`config.mk`:
```
export PLATFORM = sky130hd
export DESIGN_NAME = ogg_page_renumber_crc_core
export DESIGN_NICKNAME = d
export VERILOG_FILES = /design/src/sv/orpc_pkg.sv /design/src/sv/orpc_front.sv /design/src/sv/orpc_fifo.sv /design/src/sv/orpc_back.sv /design/src/sv/ogg_page_renumber_crc_core.sv
export SDC_FILE = /design/constraint.sdc
export NUM_CORES = 1
export LEC_CHECK = 0
export BUFFER_PORTS_ARGS = -buffer_cell sky130_fd_sc_hd__buf_4
export CAP_MARGIN = 20
export CORE_UTILIZATION = 55
export DETAILED_ROUTE_END_ITERATION = 6
export PLACE_DENSITY = 0.76
export SKIP_LAST_GASP = 1
export SLEW_MARGIN = 20
export SYNTH_ARGS = -nofsm -noshare
export SYNTH_HDL_FRONTEND = slang
export SYNTH_HIERARCHICAL = 1
export SYNTH_SLANG_ARGS = --single-unit
```
`constraint.sdc`:
```
create_clock -name clk_i -period 7.4 [get_ports clk_i]
set_clock_uncertainty 0.15 [all_clocks]
set_input_delay 0.74 -clock clk_i [delete_from_list [all_inputs] [get_ports clk_i]]
set_output_delay 0.74 -clock clk_i [all_outputs]
set_load 0.02 [all_outputs]
```
`src/sv/orpc_pkg.sv`:
```
package orpc_pkg;

  // Widths
  localparam int unsigned POS_W  = 17;
  localparam int unsigned CRC_W  = 32;
  localparam int unsigned OFFS_W = 32;

  // Page header layout (byte positions within a page)
  localparam logic [POS_W-1:0] POS_SEQ_FIRST = 17'd18;
  localparam logic [POS_W-1:0] POS_CRC_FIRST = 17'd22;
  localparam logic [POS_W-1:0] POS_SEGS      = 17'd26;
  localparam logic [POS_W-1:0] POS_HDR_LEN   = 17'd27;
  localparam logic [POS_W-1:0] POS_CAP_LEN   = 17'd4;
  localparam logic [POS_W-1:0] POS_SEQ_LEN   = 17'd4;

  // Capture pattern "OggS"
  localparam logic [7:0] CAPTURE [4] = '{8'h4f, 8'h67, 8'h67, 8'h53};

  // Error codes
  localparam logic [1:0] ERR_NONE    = 2'd0;
  localparam logic [1:0] ERR_CAPTURE = 2'd1;
  localparam logic [1:0] ERR_TRUNC   = 2'd2;

  localparam logic [CRC_W-1:0] CRC_POLY = 32'h04c11db7;

  // Depth of the queue between parser and CRC stage
  localparam int unsigned QUEUE_DEPTH = 4;
  localparam int unsigned QUEUE_AW    = $clog2(QUEUE_DEPTH);

  typedef struct packed {
    logic [7:0] data_byte;
    logic       stream_end;
  } in_t;

  typedef struct packed {
    logic [7:0]        out_byte;
    logic              page_end;
    logic [OFFS_W-1:0] page_offset;
    logic              crc_valid;
    logic [CRC_W-1:0]  page_crc;
    logic [1:0]        error_code;
  } res_t;

  // Classified beat handed from the parser to the CRC stage
  typedef struct packed {
    logic [7:0]        out_byte;
    logic              page_end;
    logic [OFFS_W-1:0] page_offset;
    logic              crc_valid;
    logic [1:0]        error_code;
    logic              crc_init;   // restart CRC before this byte
    logic              crc_zero;   // CRC field byte, fed as zero
  } item_t;

  // One byte of the Ogg CRC-32, MSB first
  function automatic logic [CRC_W-1:0] crc_byte(input logic [CRC_W-1:0] crc,
                                                 input logic [7:0] b);
    logic [CRC_W-1:0] c;
    c = crc ^ {b, 24'h0};
    for (int i = 0; i < 8; i++) begin
      c = c[CRC_W-1] ? ((c << 1) ^ CRC_POLY) : (c << 1);
    end
    return c;
  endfunction

endpackage

```
`src/sv/orpc_front.sv`:
```
module orpc_front (
  input  logic                 clk_i,
  input  logic                 rst_ni,
  input  logic                 accept_i,
  input  orpc_pkg::in_t        in_i,
  input  logic                 cfg_we_i,
  input  logic [31:0]          cfg_wdata_i,
  output orpc_pkg::item_t      item_o
);

  logic [31:0]                  shift_q;
  logic [orpc_pkg::POS_W-1:0]   pos_q, pos_d;
  logic [7:0]                   seg_q, seg_d;
  logic [orpc_pkg::POS_W-1:0]   body_q, body_d;
  logic                         carry_q, carry_d;
  logic [31:0]                  stream_q, stream_d;
  logic [31:0]                  start_q, start_d;
  logic [1:0]                   err_q, err_d;

  logic [7:0]                   b;
  logic [7:0]                   ob;
  logic [1:0]                   k;
  logic [31:0]                  shifted;
  logic [8:0]                   sum;
  logic                         carry_in;
  logic                         pend;
  logic [orpc_pkg::POS_W:0]     hdr_end, tot_len, pos_inc, body_lim;

  assign b = in_i.data_byte;

  // Parse one byte against the page state
  always_comb begin
    pos_d    = pos_q;
    seg_d    = seg_q;
    body_d   = body_q;
    carry_d  = carry_q;
    start_d  = start_q;
    err_d    = err_q;
    ob       = b;
    pend     = 1'b0;
    k        = 2'(pos_q - orpc_pkg::POS_SEQ_FIRST);
    shifted  = shift_q >> {k, 3'b000};
    carry_in = (pos_q == orpc_pkg::POS_SEQ_FIRST) ? 1'b0 : carry_q;
    sum      = 9'(b) + 9'(shifted[7:0]) + 9'(carry_in);
    body_lim = (orpc_pkg::POS_W+1)'(orpc_pkg::POS_SEGS) + (orpc_pkg::POS_W+1)'(seg_q);
    hdr_end  = '0;
    tot_len  = '0;
    pos_inc  = (orpc_pkg::POS_W+1)'(pos_q) + 1'b1;

    if (err_q == orpc_pkg::ERR_NONE) begin
      if (pos_q == '0) begin
        start_d = stream_q;
      end
      if (pos_q < orpc_pkg::POS_CAP_LEN && b != orpc_pkg::CAPTURE[pos_q[1:0]]) begin
        err_d = orpc_pkg::ERR_CAPTURE;
      end
    end

    if (err_d == orpc_pkg::ERR_NONE) begin
      // sequence number rewrite, carry ripples byte to byte
      if (shift_q != '0 && pos_q >= orpc_pkg::POS_SEQ_FIRST &&
          pos_q < orpc_pkg::POS_SEQ_FIRST + orpc_pkg::POS_SEQ_LEN) begin
        ob      = sum[7:0];
        carry_d = sum[8];
      end

      // segment table
      if (pos_q == orpc_pkg::POS_SEGS) begin
        seg_d  = b;
        body_d = '0;
      end else if (pos_q > orpc_pkg::POS_SEGS &&
                   (orpc_pkg::POS_W+1)'(pos_q) <= body_lim) begin
        body_d = body_q + orpc_pkg::POS_W'(b);
      end

      // page end check
      hdr_end = (orpc_pkg::POS_W+1)'(orpc_pkg::POS_SEGS) + (orpc_pkg::POS_W+1)'(seg_d);
      tot_len = (orpc_pkg::POS_W+1)'(orpc_pkg::POS_HDR_LEN) + (orpc_pkg::POS_W+1)'(seg_d)
              + (orpc_pkg::POS_W+1)'(body_d);
      pend    = ((orpc_pkg::POS_W+1)'(pos_q) >= hdr_end) && (pos_inc == tot_len);
      pos_d   = pend ? '0 : pos_inc[orpc_pkg::POS_W-1:0];

      if (in_i.stream_end && !pend) begin
        err_d = orpc_pkg::ERR_TRUNC;
      end
    end

    stream_d = stream_q + 32'd1;
  end

  // Classified beat for the CRC stage
  always_comb begin
    item_o.out_byte    = ob;
    item_o.page_end    = pend;
    item_o.page_offset = start_d;
    item_o.crc_valid   = pend && (shift_q != '0);
    item_o.error_code  = err_d;
    item_o.crc_init    = (err_q == orpc_pkg::ERR_NONE) && (pos_q == '0);
    item_o.crc_zero    = (pos_q >= orpc_pkg::POS_CRC_FIRST) &&
                         (pos_q < orpc_pkg::POS_CRC_FIRST + orpc_pkg::POS_SEQ_LEN);
  end

  // Shift register
  always_ff @(posedge clk_i or negedge rst_ni) begin
    if (!rst_ni) begin
      shift_q <= '0;
    end else if (cfg_we_i) begin
      shift_q <= cfg_wdata_i;
    end
  end

  // Page state; the last beat of a stream clears it
  always_ff @(posedge clk_i or negedge rst_ni) begin
    if (!rst_ni) begin
      pos_q    <= '0;
      seg_q    <= '0;
      body_q   <= '0;
      carry_q  <= 1'b0;
      stream_q <= '0;
      start_q  <= '0;
      err_q    <= orpc_pkg::ERR_NONE;
    end else if (accept_i) begin
      if (in_i.stream_end) begin
        pos_q    <= '0;
        seg_q    <= '0;
        body_q   <= '0;
        carry_q  <= 1'b0;
        stream_q <= '0;
        start_q  <= '0;
        err_q    <= orpc_pkg::ERR_NONE;
      end else begin
        pos_q    <= pos_d;
        seg_q    <= seg_d;
        body_q   <= body_d;
        carry_q  <= carry_d;
        stream_q <= stream_d;
        start_q  <= start_d;
        err_q    <= err_d;
      end
    end
  end

endmodule

```
`src/sv/orpc_fifo.sv`:
```
module orpc_fifo (
  input  logic            clk_i,
  input  logic            rst_ni,
  input  logic            wr_i,
  input  orpc_pkg::item_t wdata_i,
  output logic            full_o,
  input  logic            rd_i,
  output orpc_pkg::item_t rdata_o,
  output logic            empty_o
);

  orpc_pkg::item_t               slot_q [orpc_pkg::QUEUE_DEPTH];
  logic [orpc_pkg::QUEUE_AW-1:0] wptr_q, rptr_q;
  logic [orpc_pkg::QUEUE_AW:0]   cnt_q;
  logic                          do_wr, do_rd;

  assign full_o  = (cnt_q == (orpc_pkg::QUEUE_AW+1)'(orpc_pkg::QUEUE_DEPTH));
  assign empty_o = (cnt_q == '0);
  assign do_wr   = wr_i && !full_o;
  assign do_rd   = rd_i && !empty_o;
  assign rdata_o = slot_q[rptr_q];

  // Storage
  always_ff @(posedge clk_i) begin
    if (do_wr) begin
      slot_q[wptr_q] <= wdata_i;
    end
  end

  // Pointers and fill count
  always_ff @(posedge clk_i or negedge rst_ni) begin
    if (!rst_ni) begin
      wptr_q <= '0;
      rptr_q <= '0;
      cnt_q  <= '0;
    end else begin
      if (do_wr) begin
        wptr_q <= wptr_q + 1'b1;
      end
      if (do_rd) begin
        rptr_q <= rptr_q + 1'b1;
      end
      if (do_wr && !do_rd) begin
        cnt_q <= cnt_q + 1'b1;
      end else if (do_rd && !do_wr) begin
        cnt_q <= cnt_q - 1'b1;
      end
    end
  end

endmodule

```
`src/sv/orpc_back.sv`:
```
module orpc_back (
  input  logic            clk_i,
  input  logic            rst_ni,
  input  logic            item_vld_i,
  input  orpc_pkg::item_t item_i,
  output logic            item_rd_o,
  output orpc_pkg::res_t  res_o,
  output logic            empty_o,
  input  logic            pop_i
);

  logic [orpc_pkg::CRC_W-1:0] crc_q, crc_base, crc_new;
  logic [7:0]                 crc_in;
  orpc_pkg::res_t             res_q;
  logic                       res_vld_q;
  logic                       take;

  // Take a beat when the result register is free or drains this cycle
  assign take      = item_vld_i && (!res_vld_q || pop_i);
  assign item_rd_o = take;

  // Running page CRC
  assign crc_base = item_i.crc_init ? '0 : crc_q;
  assign crc_in   = item_i.crc_zero ? 8'h00 : item_i.out_byte;
  assign crc_new  = orpc_pkg::crc_byte(crc_base, crc_in);

  always_ff @(posedge clk_i or negedge rst_ni) begin
    if (!rst_ni) begin
      crc_q <= '0;
    end else if (take) begin
      crc_q <= crc_new;
    end
  end

  // Result register
  always_ff @(posedge clk_i) begin
    if (take) begin
      res_q.out_byte    <= item_i.out_byte;
      res_q.page_end    <= item_i.page_end;
      res_q.page_offset <= item_i.page_offset;
      res_q.crc_valid   <= item_i.crc_valid;
      res_q.page_crc    <= item_i.crc_valid ? crc_new : '0;
      res_q.error_code  <= item_i.error_code;
    end
  end

  always_ff @(posedge clk_i or negedge rst_ni) begin
    if (!rst_ni) begin
      res_vld_q <= 1'b0;
    end else if (take) begin
      res_vld_q <= 1'b1;
    end else if (pop_i) begin
      res_vld_q <= 1'b0;
    end
  end

  assign res_o   = res_q;
  assign empty_o = !res_vld_q;

endmodule

```
`src/sv/ogg_page_renumber_crc_core.sv`:
```
// Path: a pushed byte is registered in the queue, then in the CRC stage's result register, and shows on res_o.
// Throughput: one byte per cycle; the parser, a four-beat queue and the CRC
// stage with its result register each stall on their own.
// Reset (rst_ni low, asynchronous): shift register, page state, CRC and
// queue are cleared; the block comes out empty and ready.
module ogg_page_renumber_crc_core (
  input  logic           clk_i,
  input  logic           rst_ni,
  input  logic           push,
  output logic           full,
  input  orpc_pkg::in_t  in_i,
  output logic           empty,
  input  logic           pop,
  output orpc_pkg::res_t res_o,
  input  logic           cfg_we_i,
  input  logic [31:0]    cfg_wdata_i
);

  orpc_pkg::item_t front_item, queue_item;
  logic            accept;
  logic            queue_empty;
  logic            queue_rd;

  assign accept = push && !full;

  // Parser and classifier
  orpc_front u_front (
    .clk_i       (clk_i),
    .rst_ni      (rst_ni),
    .accept_i    (accept),
    .in_i        (in_i),
    .cfg_we_i    (cfg_we_i),
    .cfg_wdata_i (cfg_wdata_i),
    .item_o      (front_item)
  );

  // Queue between parser and CRC stage
  orpc_fifo u_fifo (
    .clk_i   (clk_i),
    .rst_ni  (rst_ni),
    .wr_i    (accept),
    .wdata_i (front_item),
    .full_o  (full),
    .rd_i    (queue_rd),
    .rdata_o (queue_item),
    .empty_o (queue_empty)
  );

  // CRC stage and result register
  orpc_back u_back (
    .clk_i      (clk_i),
    .rst_ni     (rst_ni),
    .item_vld_i (!queue_empty),
    .item_i     (queue_item),
    .item_rd_o  (queue_rd),
    .res_o      (res_o),
    .empty_o    (empty),
    .pop_i      (pop)
  );

endmodule

```
# Word-level counts from Yosys, hierarchy flattened
# Memories as Yosys holds them, arrays and structs flattened.
# Cells that the tools add are included.
[word_totals] reg_bits=257 mem_bits_rw=184 inputBits=46 out_inout_bits=78 word_cells=139 n_memories=1
[classes] add_sub_neg=14 order_cmp=9 eq_ne=5 shifts=1 n_mux=47 bitwise_logic=10 reduce_logical=33
[mem_list] memory="u_fifo.slot_q" depth=4 word_bits=46 rd=1 rd_clocked_by_memory_dff=0 wr=1 line="orpc_fifo.sv:12" source="orpc_pkg::item_t slot_q [orpc_pkg::QUEUE_DEPTH];"
[op_table] cell="$mux W27" count=8
[op_table] cell="$mux W32" count=5
[op_table] cell="$mux W17" count=8
[op_table] cell="$not A14 Y14" count=8
[op_table] cell="$mux W8" count=9
[op_table] cell="$eq A17 B5 Y1 const B" count=2
[op_table] cell="$ge A17 B5 Y1 const B" count=2
[op_table] cell="$lt A17 B5 Y1 const B" count=2
[op_table] cell="$add A32 B1 Y32 const B" count=1
[op_table] cell="$reduce_bool A32 Y1" count=1
[op_table] cell="$shr A32 B5 Y8" count=1
[op_table] cell="$xor A32 B32 Y32" count=1
[op_table] cell="$add A5 B8 Y9 const A" count=3
[op_table] cell="$add A17 B1 Y18 const B" count=1
[op_table] cell="$add A18 B17 Y18" count=1
[op_table] cell="$eq A18 B18 Y1" count=1
[op_table] cell="$add A17 B8 Y17" count=1
[op_table] cell="$ge A17 B9 Y1" count=1
[op_table] cell="$gt A17 B5 Y1 const B" count=1
[op_table] cell="$le A17 B9 Y1" count=1
[op_table] cell="$logic_not A17 Y1" count=1
[op_table] cell="$lt A17 B3 Y1 const B" count=1
[op_table] cell="$bmux W8 S2" count=1
[op_table] cell="$logic_and A1 B1 Y1" count=15
[op_table] cell="20 further kinds" count=43

# Logic depth before layout (Yosys ltp)
# Gate-level depths: netlist of the first run.
[logic_depth] depth_word=19 mapped_depth=32 depth_no_buf=28

# Hierarchy
# Netlist of the first run, hierarchy kept.
[modules_own_cells] mod="orpc_front" n_inst=1 cells_each=1113 area_each_um2=10028.4 seq_area_each_um2=3528.4
[modules_own_cells] mod="orpc_fifo" n_inst=1 cells_each=276 area_each_um2=7049.3 seq_area_each_um2=5700.5
[modules_own_cells] mod="orpc_back" n_inst=1 cells_each=345 area_each_um2=4928.5 seq_area_each_um2=3108.0
[modules_own_cells] mod="ogg_page_renumber_crc_core" n_inst=1 cells_each=2 area_each_um2=17.5 seq_area_each_um2=0.0

# Worst setup path before layout of the first run
# OpenSTA, ideal clock, no wires.
[synth_timing] kind="reg2reg" from="register u_front.seg_q[1]" to="memory u_fifo/slot_q[0][37] (netlist name), data pin" setup_time_ns=0.130 t_arrival_ns=5.977 t_required_ns=7.120 path_slack_ns=1.143 stages_incl_launch_ff=32 path_buffers=5 period_less_slack_ns=6.257 path_cell_list="dfrtp_1 -> ha_1 -> nor3_1 -> nand3b_1 -> xor2_1 -> ha_1 -> and4_1 -> nand4_1 -> a221o_1 -> buf_6 -> or2_2 -> clkbuf_1 -> o21ai_0 -> nand2_1 -> ha_1 -> inv_1 -> ha_1 -> inv_1 -> fa_1 -> nor2b_1 -> o21ai_0 -> nand2b_1 -> a221oi_1 -> o21a_1 -> o41a_1 -> nor4_1 -> nor4_1 -> a2111o_1 -> buf_2 -> buf_6 -> nor4_2 -> buf_4"
[synth_via] elab_chain_cells=10 elab_cells_between_ends=15 classes_between="add/sub (4); order compare (2); eq/ne (1); mux (6); reduce/logical (2)"
[synth_lines] item="start: declaration" line="orpc_front.sv:13" source="logic [7:0] seg_q, seg_d;"
[synth_lines] item="start signal: assignment" line="orpc_front.sv:133" source="seg_q <= seg_d;"
[synth_lines] item="$add A5 B8 Y9" line="orpc_front.sv:45" source="body_lim = (orpc_pkg::POS_W+1)'(orpc_pkg::POS_SEGS) + (orpc_pkg::POS_W+1)'(seg_q);"
[synth_lines] item="$le A17 B9 Y1" line="orpc_front.sv:72" source="(orpc_pkg::POS_W+1)'(pos_q) <= body_lim) begin"
[synth_lines] item="$logic_and A1 B1 Y1" line="orpc_front.sv:71" source="end else if (pos_q > orpc_pkg::POS_SEGS &&"
[synth_lines] item="$mux W17" line="orpc_front.sv:71"
[synth_lines] item="$mux W17" line="orpc_front.sv:68" source="if (pos_q == orpc_pkg::POS_SEGS) begin"
[synth_lines] item="$mux W17" line="orpc_front.sv:59" source="if (err_d == orpc_pkg::ERR_NONE) begin"
[synth_lines] item="$add A18 B17 Y18" line="orpc_front.sv:79" source="+ (orpc_pkg::POS_W+1)'(body_d);"
[synth_lines] item="$eq A18 B18 Y1" line="orpc_front.sv:80" source="pend = ((orpc_pkg::POS_W+1)'(pos_q) >= hdr_end) && (pos_inc == tot_len);"
[synth_lines] item="$logic_and A1 B1 Y1 *" line="orpc_front.sv:80"
[synth_lines] item="$mux W1 *" line="orpc_front.sv:59"
[synth_lines] item="named net u_front.pend" line="orpc_front.sv:26" source="logic pend;"
[synth_lines] item="end: declaration" line="orpc_fifo.sv:12"
# Mark *: on every way through the listed nets, which the timed path passes. The rest lies on a longest branch. The select of a mux whose other input is x is not followed.

==> results.tsv, run 1 <==
metric	value	unit
std_cell_rows	72	
final_cell_count_no_fill	2412	
cts_tree	built	
finalHoldViolCount	0	
async_flop_share	41.0	%
slew_violations	0	
synth_top_family_by_area	simple AND/OR/NAND/NOR gates	
routedWlPerCell	20.1	µm
die_w	202	µm
start_kind	flop	
timing.final.crit_share	93.4	%
synth_edf_count	260	
cts.sinks	441	
placed_area	23500	µm²
initial_utilization	56.3	%
ys.warnings.count	6	
avgSynthCellArea	12.7	µm²
report.final.setup_viol	0	
hold_path.class	input pin to flop	
synthToLayoutAreaGrowth	13.7	%
seq_area_frac_synth	56.0	%
fin_tns_setup	0	ps
gp_congestion	0.880	
worstPathRequired	7620	ps
worstPathArrival	7130	ps
worst-slew-pin-transition	948	ps
cts_buffers	46	
power.density	450	nW/µm²
root_buffer	clkbuf_16	
hpwl	31700	µm
syn_nets	1846	
reg2reg_from	u_front/seg_q[1]	
htree_num_levels	2	
synth_common_cells	260 x edfxtp_1, 181 x dfrtp_1, 129 x nand2_1	
fin_crit	6910	ps
whs_path_depth	2	
die-area	40800	µm²
synth.cell_area	22000	µm²
fillCellCount	2881	
synth_top_cell_area_share	35.5	%
synthTopCellsByArea	edfxtp_1 35%, dfrtp_1 21%, mux4_2 5.5%	
multi_input_area	9020	µm²
clock_tree.buffer_depth	3	
synth_mux_area_share	10.2	%
io_pins	124	
r2r_end	u_fifo/slot_q[0][37]	
clk_pin_slew	60	ps
drt_iter0_markers	962	
whs_endpoint	u_front/shift_q[1]	
peakVddDrop	345	µV
status	complete, no violations	
grt_pass1_vias	14200	
power.total	11.3	mW
cp_max_fo	13	
vias	14000	
antenna_cells	0	
slew_headroom	36.8	%
drc	0	
regArea	12300	µm²
crit_type	flop to flop	
num-nets-final	1966	
synth_xor_area_share	8.05	%
ys_ff_latch	441	
track_usage	24.4	%
stdcell_area	25000	µm²
synth_cell_types	77	
routed_wl	48500	µm
yosys.area_share.simple	11.8	%
vias_per_cell	5.80	
grt_remaining_overflow	0	
rrSetupSlack	490	ps
io_buffers	123	
r2r_cells	27	
drv_cap	0	
synth_compound_area_share	6.94	%
hold-worst-slack	234	ps
dr.pass1.iters	7	
p_leak	9.87	nW
coreArea	39100	µm²
dieHeight	202	µm
grt_max_degree	71	
dp_cells	2325	
post-cts-setup-buffers	0	
antenna_found_initial	0	
rsz0062_at_grt	no	
setup.worst_path.end_class	flop	
layout-drive-gt1-share	21.8	%
hold_start	cfg_wdata_i[1]	
clk_latency	590	ps
synth-main-ff-cell	edfxtp_1	
postRouteAntennaNets	0	
synth_fa_ha_area_share	3.81	%
max_freq	145	MHz
yosys.area.top_type	edfxtp_1	
yosysMostFrequentCell	edfxtp_1	
synth_cells	1736	
grt_pass1_wl	77600	µm
## cell families after synthesis
group	Yosys count
mux	147
compound gates	236
simple gates	502
buf+inv	162
flops	441
fa+ha+maj	64
xor+xnor	184
## repair_timing
item,in CTS,in global routing
endpoints found under the setup margin,0,27
hold endpoints to repair,42,0
hold buffers,1,0
gates resized for setup,0,4
## state kept, by name, summed over array words and instances (netlist names), 3 cells and up
signal / cells
u_front/stream_q: 32
u_front/body_q: 17
u_fifo/cnt_q: 3
u_fifo/slot_q: 184
u_back/res_o: 76
u_front/pos_q: 17
u_front/shift_q: 32
u_front/seg_q: 8
u_back/crc_q: 32
u_front/start_q: 32
## placed cells by master, fill, tap and decap left out, drive strengths merged, types with 10 or more instances in the layout
master,synthesis,layout
mux2,82,82
edfxtp,260,260
o21a,12,12
and3,13,13
a21o,19,19
clkbuf,53,61
mux2i,11,11
o21ai,102,102
clkinv,0,19
ha,59,59
o211ai,18,18
or3,10,10
and2,32,32
nor2b,32,32
mux4,54,54
inv,79,79
nand4,20,20
xor2,48,48
nor3,17,17
nor4,26,26
a21oi,29,29
nor2,105,105
nand2b,53,53
dfrtp,181,181
nand2,130,130
nand3,36,36
buf,30,154
xnor2,132,132
## cell type report
cell class                 instances  share of cell area (%)
sequential                       441                    49.3
multi-input combinational       1133                    36.0
clock buffer                      61                    5.03
timing repair buffer             155                    4.67
tap                              518                    2.59
clock inverter                    25                    1.19
inverter                          79                    1.19
## metal layers
metal	part of all wire, %	global-route usage (%)
met1	42	32.0
met2	51	41.5
met3	4.8	4.06
met4	2.6	7.89
met5	0	0
## power breakdown
group | switching, mW | internal (mW)
clock | 0.970 | 1.38
sequential | 0.298 | 3.51
combinational | 2.78 | 2.33
total | 4.05 | 7.22
## worst max-delay path, cell delays in order (launching register included)
cell      delay [ps]
dfrtp_1          420
ha_1             250
nor3_1           270
nand3b_1         170
xor2_1            80
ha_1             300
and4_1           230
nand4_1          100
a221o_2          470
or2_2            420
o21ai_0          170
nand2_1           90
ha_1             280
inv_1             60
ha_1             150
inv_1             50
fa_1             400
nor2b_1          140
o21ai_0           90
nand2b_1         130
a221oi_2         100
o21a_1           300
o41a_1           450
nor4_1           230
nor4_1            90
a2111o_2         620
buf_4            230
nor4_2           250
## worst max path at each step
stage / slack (ps) / start / end / cells after the start
floorplan: 1140 / u_front/seg_q[1] / u_fifo/slot_q[0][37] / 31
global placement: 540 / u_front/seg_q[1] / u_fifo/slot_q[0][37] / 27
detailed placement: 380 / u_front/seg_q[1] / u_fifo/slot_q[2][37] / 27
CTS: 320 / u_front/seg_q[1] / u_fifo/slot_q[3][37] / 27
global route: 30 / u_front/seg_q[1] / u_fifo/slot_q[0][37] / 27
finish: 490 / u_front/seg_q[1] / u_fifo/slot_q[0][37] / 27
## stage by stage
step / util (%) / setup slack (ps)
final: 64.0 / 488
after global routing: 64.0 / 32.2
after CTS: 64.0 / 322
after detailed placement: 60.0 / 384
after global placement: 60.0 / 545
after floorplan: - / 1140
(Power assumes the default switching activity.)
==> run 2, diff against run 1 <==
--- a/config.mk
+++ b/config.mk
@@ -7,9 +7,11 @@
 export LEC_CHECK = 0
 export BUFFER_PORTS_ARGS = -buffer_cell sky130_fd_sc_hd__buf_4
 export CAP_MARGIN = 20
+export CORE_ASPECT_RATIO = 0.75
 export CORE_UTILIZATION = 55
 export DETAILED_ROUTE_END_ITERATION = 6
 export PLACE_DENSITY = 0.76
+export SETUP_SLACK_MARGIN = 0.1
 export SKIP_LAST_GASP = 1
 export SLEW_MARGIN = 20
 export SYNTH_ARGS = -nofsm -noshare
==> run 2 against run 1 <==
Compared with the run above:
- fmax is 0.12% lower
- die area hardly changed
- first-iteration DRC count is 26% higher
- final cell count hardly changed
- global-route usage is 0.21 points lower
- power is 1.4% lower
- largest power group unchanged
- highest routed layer unchanged
==> results.tsv, run 2 (synthesis gave the netlist of run 1 again) <==
metric	value	unit	change
grt_max_degree	77		was 71
grt_pass1_wl	77100	µm	was 77600 µm
vias_per_cell	5.89		was 5.80
hpwl	31900	µm	was 31700 µm
num-nets-final	1965		was 1966
netSwitchingFraction	36.0	%	was 35.9%
final_common_cell	edfxtp_1		unchanged
cts_buffers	43		was 46
whs_endpoint	u_front/shift_q[29]		was u_front/shift_q[1]
r2r_end	u_front/pos_q[4]		was u_fifo/slot_q[0][37]
drc	0		unchanged
fin_tns_setup	0	ps	unchanged
dp_slack	483	ps	was 384 ps
slowest_delay	510	ps	was 620 ps
fillCellCount	2929		was 2881
reg2reg_from	u_front/seg_q[1]		unchanged
worst-slew-pin-transition	905	ps	was 948 ps
routedWlPerCell	20.1	µm	about the same
intPower	7.12	mW	was 7.22 mW
cp_slowest_cell	a2111o_1		was a2111o_2
r2r_cells	28		was 27
routed_wl	48500	µm	about the same
status	complete, no violations		unchanged
fin_util	63.2	%	was 64.0%
cp_num_buf_inv	3		unchanged
whs_path_depth	2		unchanged
crit_path_frequent_cell	ha_1		unchanged
p_clk_share	20.0	%	was 20.9%
die-area	40900	µm²	was 40800 µm²
p_comb_share	45.9	%	was 45.4%
layout-drive-gt1-share	21.7	%	was 21.8%
fin_crit	6920	ps	was 6910 ps
io_buffers	123		unchanged
slew_headroom	39.7	%	was 36.8%
crit_type	flop to flop		unchanged
report.final.setup_viol	0		unchanged
power.density	445	nW/µm²	was 450 nW/µm²
hold-worst-slack	263	ps	was 234 ps
worstPathRequired	7690	ps	was 7620 ps
postRouteAntennaNets	0		unchanged
io_pins	124		unchanged
p_leak	9.83	nW	was 9.87 nW
gp_congestion	0.923		was 0.880
rrSetupSlack	480	ps	was 490 ps
std_cell_rows	63		was 72
clock_tree.buffer_depth	3		unchanged
root_buffer	clkbuf_16		unchanged
drt_iter0_markers	1214		was 962
clk_pin_slew	60	ps	about the same
setup.worst_path.end_class	flop		unchanged
grt_remaining_overflow	0		unchanged
hold_start	cfg_wdata_i[29]		was cfg_wdata_i[1]
worst-path-stages	28		was 27
power.total	11.1	mW	was 11.3 mW
drv_cap	0		unchanged
cts.sinks	441		unchanged
track_usage	24.2	%	was 24.4%
timing.final.crit_share	93.5	%	was 93.4%
max_freq	145	MHz	about the same
die_w	233	µm	was 202 µm
final_cell_count_no_fill	2410		was 2412
dp_cells	2328		was 2325
antenna_found_initial	0		unchanged
largest_reg_flops	184		unchanged
hold_path.class	input pin to flop		unchanged
rsz0062_at_grt	no		unchanged
p_seq_share	34.2	%	was 33.7%
start_kind	flop		unchanged
clk_latency	570	ps	was 590 ps
cts_tree	built		unchanged
coreArea	39500	µm²	was 39100 µm²
worstPathArrival	7210	ps	was 7130 ps
p_sw	4.00	mW	was 4.05 mW
antenna_cells	0		unchanged
cp_max_fo	15		was 13
crit_family	compound AO/OA/AOI/OAI gates		unchanged
htree_num_levels	2		unchanged
synthToLayoutAreaGrowth	13.3	%	was 13.7%
final_cell_mix	260 x edfxtp_1, 179 x dfrtp_1, 154 x buf_4, 128 x nand2_1, 121 x xnor2_1		was 260 x edfxtp_1, 179 x dfrtp_1, 153 x buf_4, 129 x nand2_1, 121 x xnor2_1
vias	14200		was 14000
peakVddDrop	311	µV	was 345 µV
dieHeight	175	µm	was 202 µm
initial_utilization	55.8	%	was 56.3%
finalHoldViolCount	0		unchanged
largest_register	u_fifo/slot_q		unchanged
postLayoutSetupSlackWorst	480	ps	was 488 ps
slew_violations	0		unchanged
grt_pass1_vias	13900		was 14200
dr.pass1.iters	5		was 7
stdcell_area	25000	µm²	about the same
placed_area	23500	µm²	about the same
run 2: changes by cell type in the layout (fill, tap and decap cells not counted), sizes merged:
cell / delta
clkinv: -12
inv: +4
clkinvlp: +1
clkbuf: +3
bufinv: -2
buf: +2
run 2: metal layers:
metal	GRT usage (%)	routed length, µm	share of wire (%)
met1	35.9	22000	45
met2	37.8	22600	47
met3	3.26	3000	6.2
met4	6.24	949	2.0
met5	0	0	0
run 2: power by group through the flow:
| stage | sequential, mW | clock, mW | combinational [mW] |
|---|---|---|---|
| floorplan | 4.01 | 0 | 3.60 |
| global placement | 3.82 | 0 | 4.98 |
| detailed placement | 3.84 | 0 | 5.07 |
| CTS | 3.81 | 2.26 | 5.12 |
| global route | 3.86 | 2.35 | 5.50 |
| finish | 3.80 | 2.22 | 5.10 |
run 2: cell type report:
class,count,area (µm²),area share [%]
well taps,520,651,2.61
clock inverters,16,193,0.772
inverters,79,299,1.20
flip-flops and latches,441,12300,49.5
multi-input cells,1133,9030,36.2
clock buffers,64,1240,4.95
repair buffers,157,1200,4.83
run 2: timing repair:
item                                    CTS  global route
endpoints found under the setup margin    0            24
gates resized for setup                   0             4
buffers inserted                          0             0
hold buffers                              1             0
hold endpoints to repair                 40             0
run 2: worst max-delay path by stage:
stage | to | from | slack [ps]
2_1_floorplan | u_fifo/slot_q[0][37] | u_front/seg_q[1] | 1140
3_3_place_gp | u_front/pos_q[4] | u_front/seg_q[1] | 610
3_5_place_dp | u_front/pos_q[4] | u_front/seg_q[1] | 480
4_1_cts | u_front/pos_q[4] | u_front/seg_q[1] | 450
5_1_grt | u_front/pos_q[4] | u_front/seg_q[1] | 170
6_report | u_front/pos_q[4] | u_front/seg_q[1] | 480
==> run 3, diff against run 2 <==
==> constraint.sdc (replaced) <==
create_clock -name clk_i -period 7.7 [get_ports clk_i]
set_clock_uncertainty 0.15 [all_clocks]
set_input_delay 0.77 -clock clk_i [delete_from_list [all_inputs] [get_ports clk_i]]
set_output_delay 0.77 -clock clk_i [all_outputs]
set_load 0.02 [all_outputs]
==> run 3 against run 2 <==
Compared with the run above:
- power fell by 3.8%
- clock-buffer cell count down 9
- register-to-register slack improved by 80 ps
- non-clock buffer count is 7 lower
- worst hold slack gained 39 ps
- cell area down 0.41%
- final cell count shrank 0.29%
- clock power shrank 5%
- highest routed layer unchanged
- die area unchanged
==> results.tsv, run 3 (synthesis gave the netlist of run 1 again) <==
metric	value	unit	change
status	complete, no violations		unchanged
cts.sinks	441		unchanged
crit_type	flop to flop		unchanged
clock_tree.buffer_depth	3		unchanged
coreArea	39500	µm²	unchanged
rsz0062_at_grt	no		unchanged
layout-drive-gt1-share	21.2	%	was 21.7%
setup.worst_path.end_class	flop		unchanged
cts_buffers	43		unchanged
antenna_cells	0		unchanged
gp_congestion	0.896		was 0.923
p_leak	9.78	nW	was 9.83 nW
htree_num_levels	2		unchanged
slew_headroom	39.2	%	was 39.7%
peakVddDrop	291	µV	was 311 µV
grt_max_degree	79		was 77
drc	0		unchanged
fin_tns_setup	0	ps	unchanged
routedWlPerCell	20.1	µm	about the same
crit_family	compound AO/OA/AOI/OAI gates		unchanged
vias_per_cell	5.85		was 5.89
antenna_found_initial	0		unchanged
root_buffer	clkbuf_16		unchanged
final_common_cell	edfxtp_1		unchanged
grt_pass1_vias	14100		was 13900
num-nets-final	1958		was 1965
hpwl	31600	µm	was 31900 µm
io_pins	124		unchanged
initial_utilization	55.8	%	unchanged
post-cts-setup-buffers	0		unchanged
hold_path.class	input pin to flop		unchanged
p_sw	3.85	mW	was 4.00 mW
intPower	6.84	mW	was 7.12 mW
die_w	233	µm	unchanged
vias	14000		was 14200
slowest_delay	530	ps	was 510 ps
largest_reg_flops	184		unchanged
final_cell_mix	260 x edfxtp_1, 179 x dfrtp_1, 146 x buf_4, 129 x nand2_1, 121 x xnor2_1		was 260 x edfxtp_1, 179 x dfrtp_1, 154 x buf_4, 128 x nand2_1, 121 x xnor2_1
slew_violations	0		unchanged
die-area	40900	µm²	unchanged
dieHeight	175	µm	unchanged
p_clk_share	19.8	%	was 20.0%
p_seq_share	34.1	%	was 34.2%
worstPathRequired	7960	ps	was 7690 ps
clk_latency	560	ps	was 570 ps
max_freq	140	MHz	was 145 MHz
grt_remaining_overflow	0		unchanged
crit_path_frequent_cell	ha_1		unchanged
std_cell_rows	63		unchanged
worst-slew-pin-transition	912	ps	was 905 ps
postRouteAntennaNets	0		unchanged
power.density	430	nW/µm²	was 445 nW/µm²
io_buffers	123		unchanged
largest_register	u_fifo/slot_q		unchanged
clk_pin_slew	60	ps	about the same
drv_cap	0		unchanged
power.total	10.7	mW	was 11.1 mW
dr.pass1.iters	6		was 5
p_comb_share	46.0	%	was 45.9%
worstPathArrival	7400	ps	was 7210 ps
drt_iter0_markers	1182		was 1214
cts_tree	built		unchanged
fin_crit	7140	ps	was 6920 ps
report.final.setup_viol	0		unchanged
routed_wl	48300	µm	was 48500 µm
netSwitchingFraction	36.0	%	about the same
cp_num_buf_inv	2		was 3
synthToLayoutAreaGrowth	12.9	%	was 13.3%
grt_pass1_wl	77300	µm	was 77100 µm
finalHoldViolCount	0		unchanged
cp_slowest_cell	a221oi_1		was a2111o_1
start_kind	flop		unchanged
timing.final.crit_share	92.7	%	was 93.5%
cp_max_fo	11		was 15
track_usage	24.3	%	was 24.2%
## run 3: cell count changes in the layout (fill, tap and decap cells not counted), sizes merged
| cell | previous run | this run |
|---|---|---|
| clkinv | 7 | 16 |
| clkbuf | 64 | 55 |
| buf | 156 | 149 |
| bufinv | 3 | 5 |
| inv | 83 | 81 |
## run 3: metal layers
metal | part of all wire [%] | track usage (%) | vias up | wire [µm]
met5 | 0 | 0 | - | 0
met4 | 2.3 | 6.62 | 0 | 1110
met3 | 6.2 | 3.43 | 74 | 2970
met2 | 46 | 37.8 | 431 | 22200
met1 | 46 | 35.8 | 7055 | 22000
li1 | - | - | 6487 | -
## run 3: final timing paths
check | start | endpoint | slack [ps] | cells after the start
hold / removal | cfg_wdata_i[21] | u_front/shift_q[21] | 300 | 2
setup reg to reg | u_front/seg_q[1] | u_front/pos_q[2] | 560 | 27
setup / recovery | u_front/seg_q[1] | u_front/pos_q[2] | 560 | 27
min in group asynchronous | rst_ni | u_front/seg_q[1] | 560 | 2
hold reg to reg | u_fifo/cnt_q[2] | u_fifo/cnt_q[2] | 330 | 1
max in group asynchronous | rst_ni | u_fifo/rptr_q[0] | 5540 | 3
## run 3: worst reg2reg max path: stages, from the launching register on
cell and delay [ps]:
dfrtp_1 440, ha_1 250, nor3_1 250, nand3b_1 170, xor2_1 80, ha_1 290, and4_1 230, nand4_1 100
a221o_1 480, or2_2 460, o21ai_0 170, nand2_1 90, ha_1 330, inv_1 40, ha_1 210, inv_1 70
fa_1 200, nor2b_1 50, o21ai_0 170, nand2b_1 120, a221oi_1 530, o21ai_0 350, a2111o_1 420, nand3_1 70
nand4_1 90, a2111o_1 470, o21ai_2 530, o211ai_1 190
## run 3: stage by stage
step	area (µm²)	hold slack, ps	utilization (%)	cells	setup slack (ps)
2_1_floorplan	22000	292	-	1736	1440
3_3_place_gp	23400	308	59.3	2321	848
3_5_place_dp	23400	321	59.3	2322	686
4_1_cts	24900	279	62.9	2403	646
5_1_grt	24900	289	62.9	2403	227
6_report	24900	302	62.9	2403	562
## run 3: cell type report
class                      instances  area, µm²
sequential                       441      12300
multi-input combinational       1133       9010
tap                              520        651
clock inverter                    25        269
timing repair buffer             150       1140
fill                            2969      14600
clock buffer                      55       1140
inverter                          79        299
## run 3: timing repair
| item | in CTS | in global routing |
|---|---|---|
| hold buffers | 1 | 0 |
| hold endpoints to repair | 28 | 0 |
| gates resized for setup | 0 | 0 |
## run 3: power by group through the flow
| stage | Combinational, mW | Clock (mW) | Sequential, mW |
|---|---|---|---|
| after floorplan | 3.46 | 0 | 3.85 |
| after global placement | 4.78 | 0 | 3.67 |
| after detailed placement | 4.89 | 0 | 3.70 |
| after CTS | 4.93 | 2.16 | 3.66 |
| after global routing | 5.32 | 2.25 | 3.71 |
| final | 4.92 | 2.12 | 3.65 |
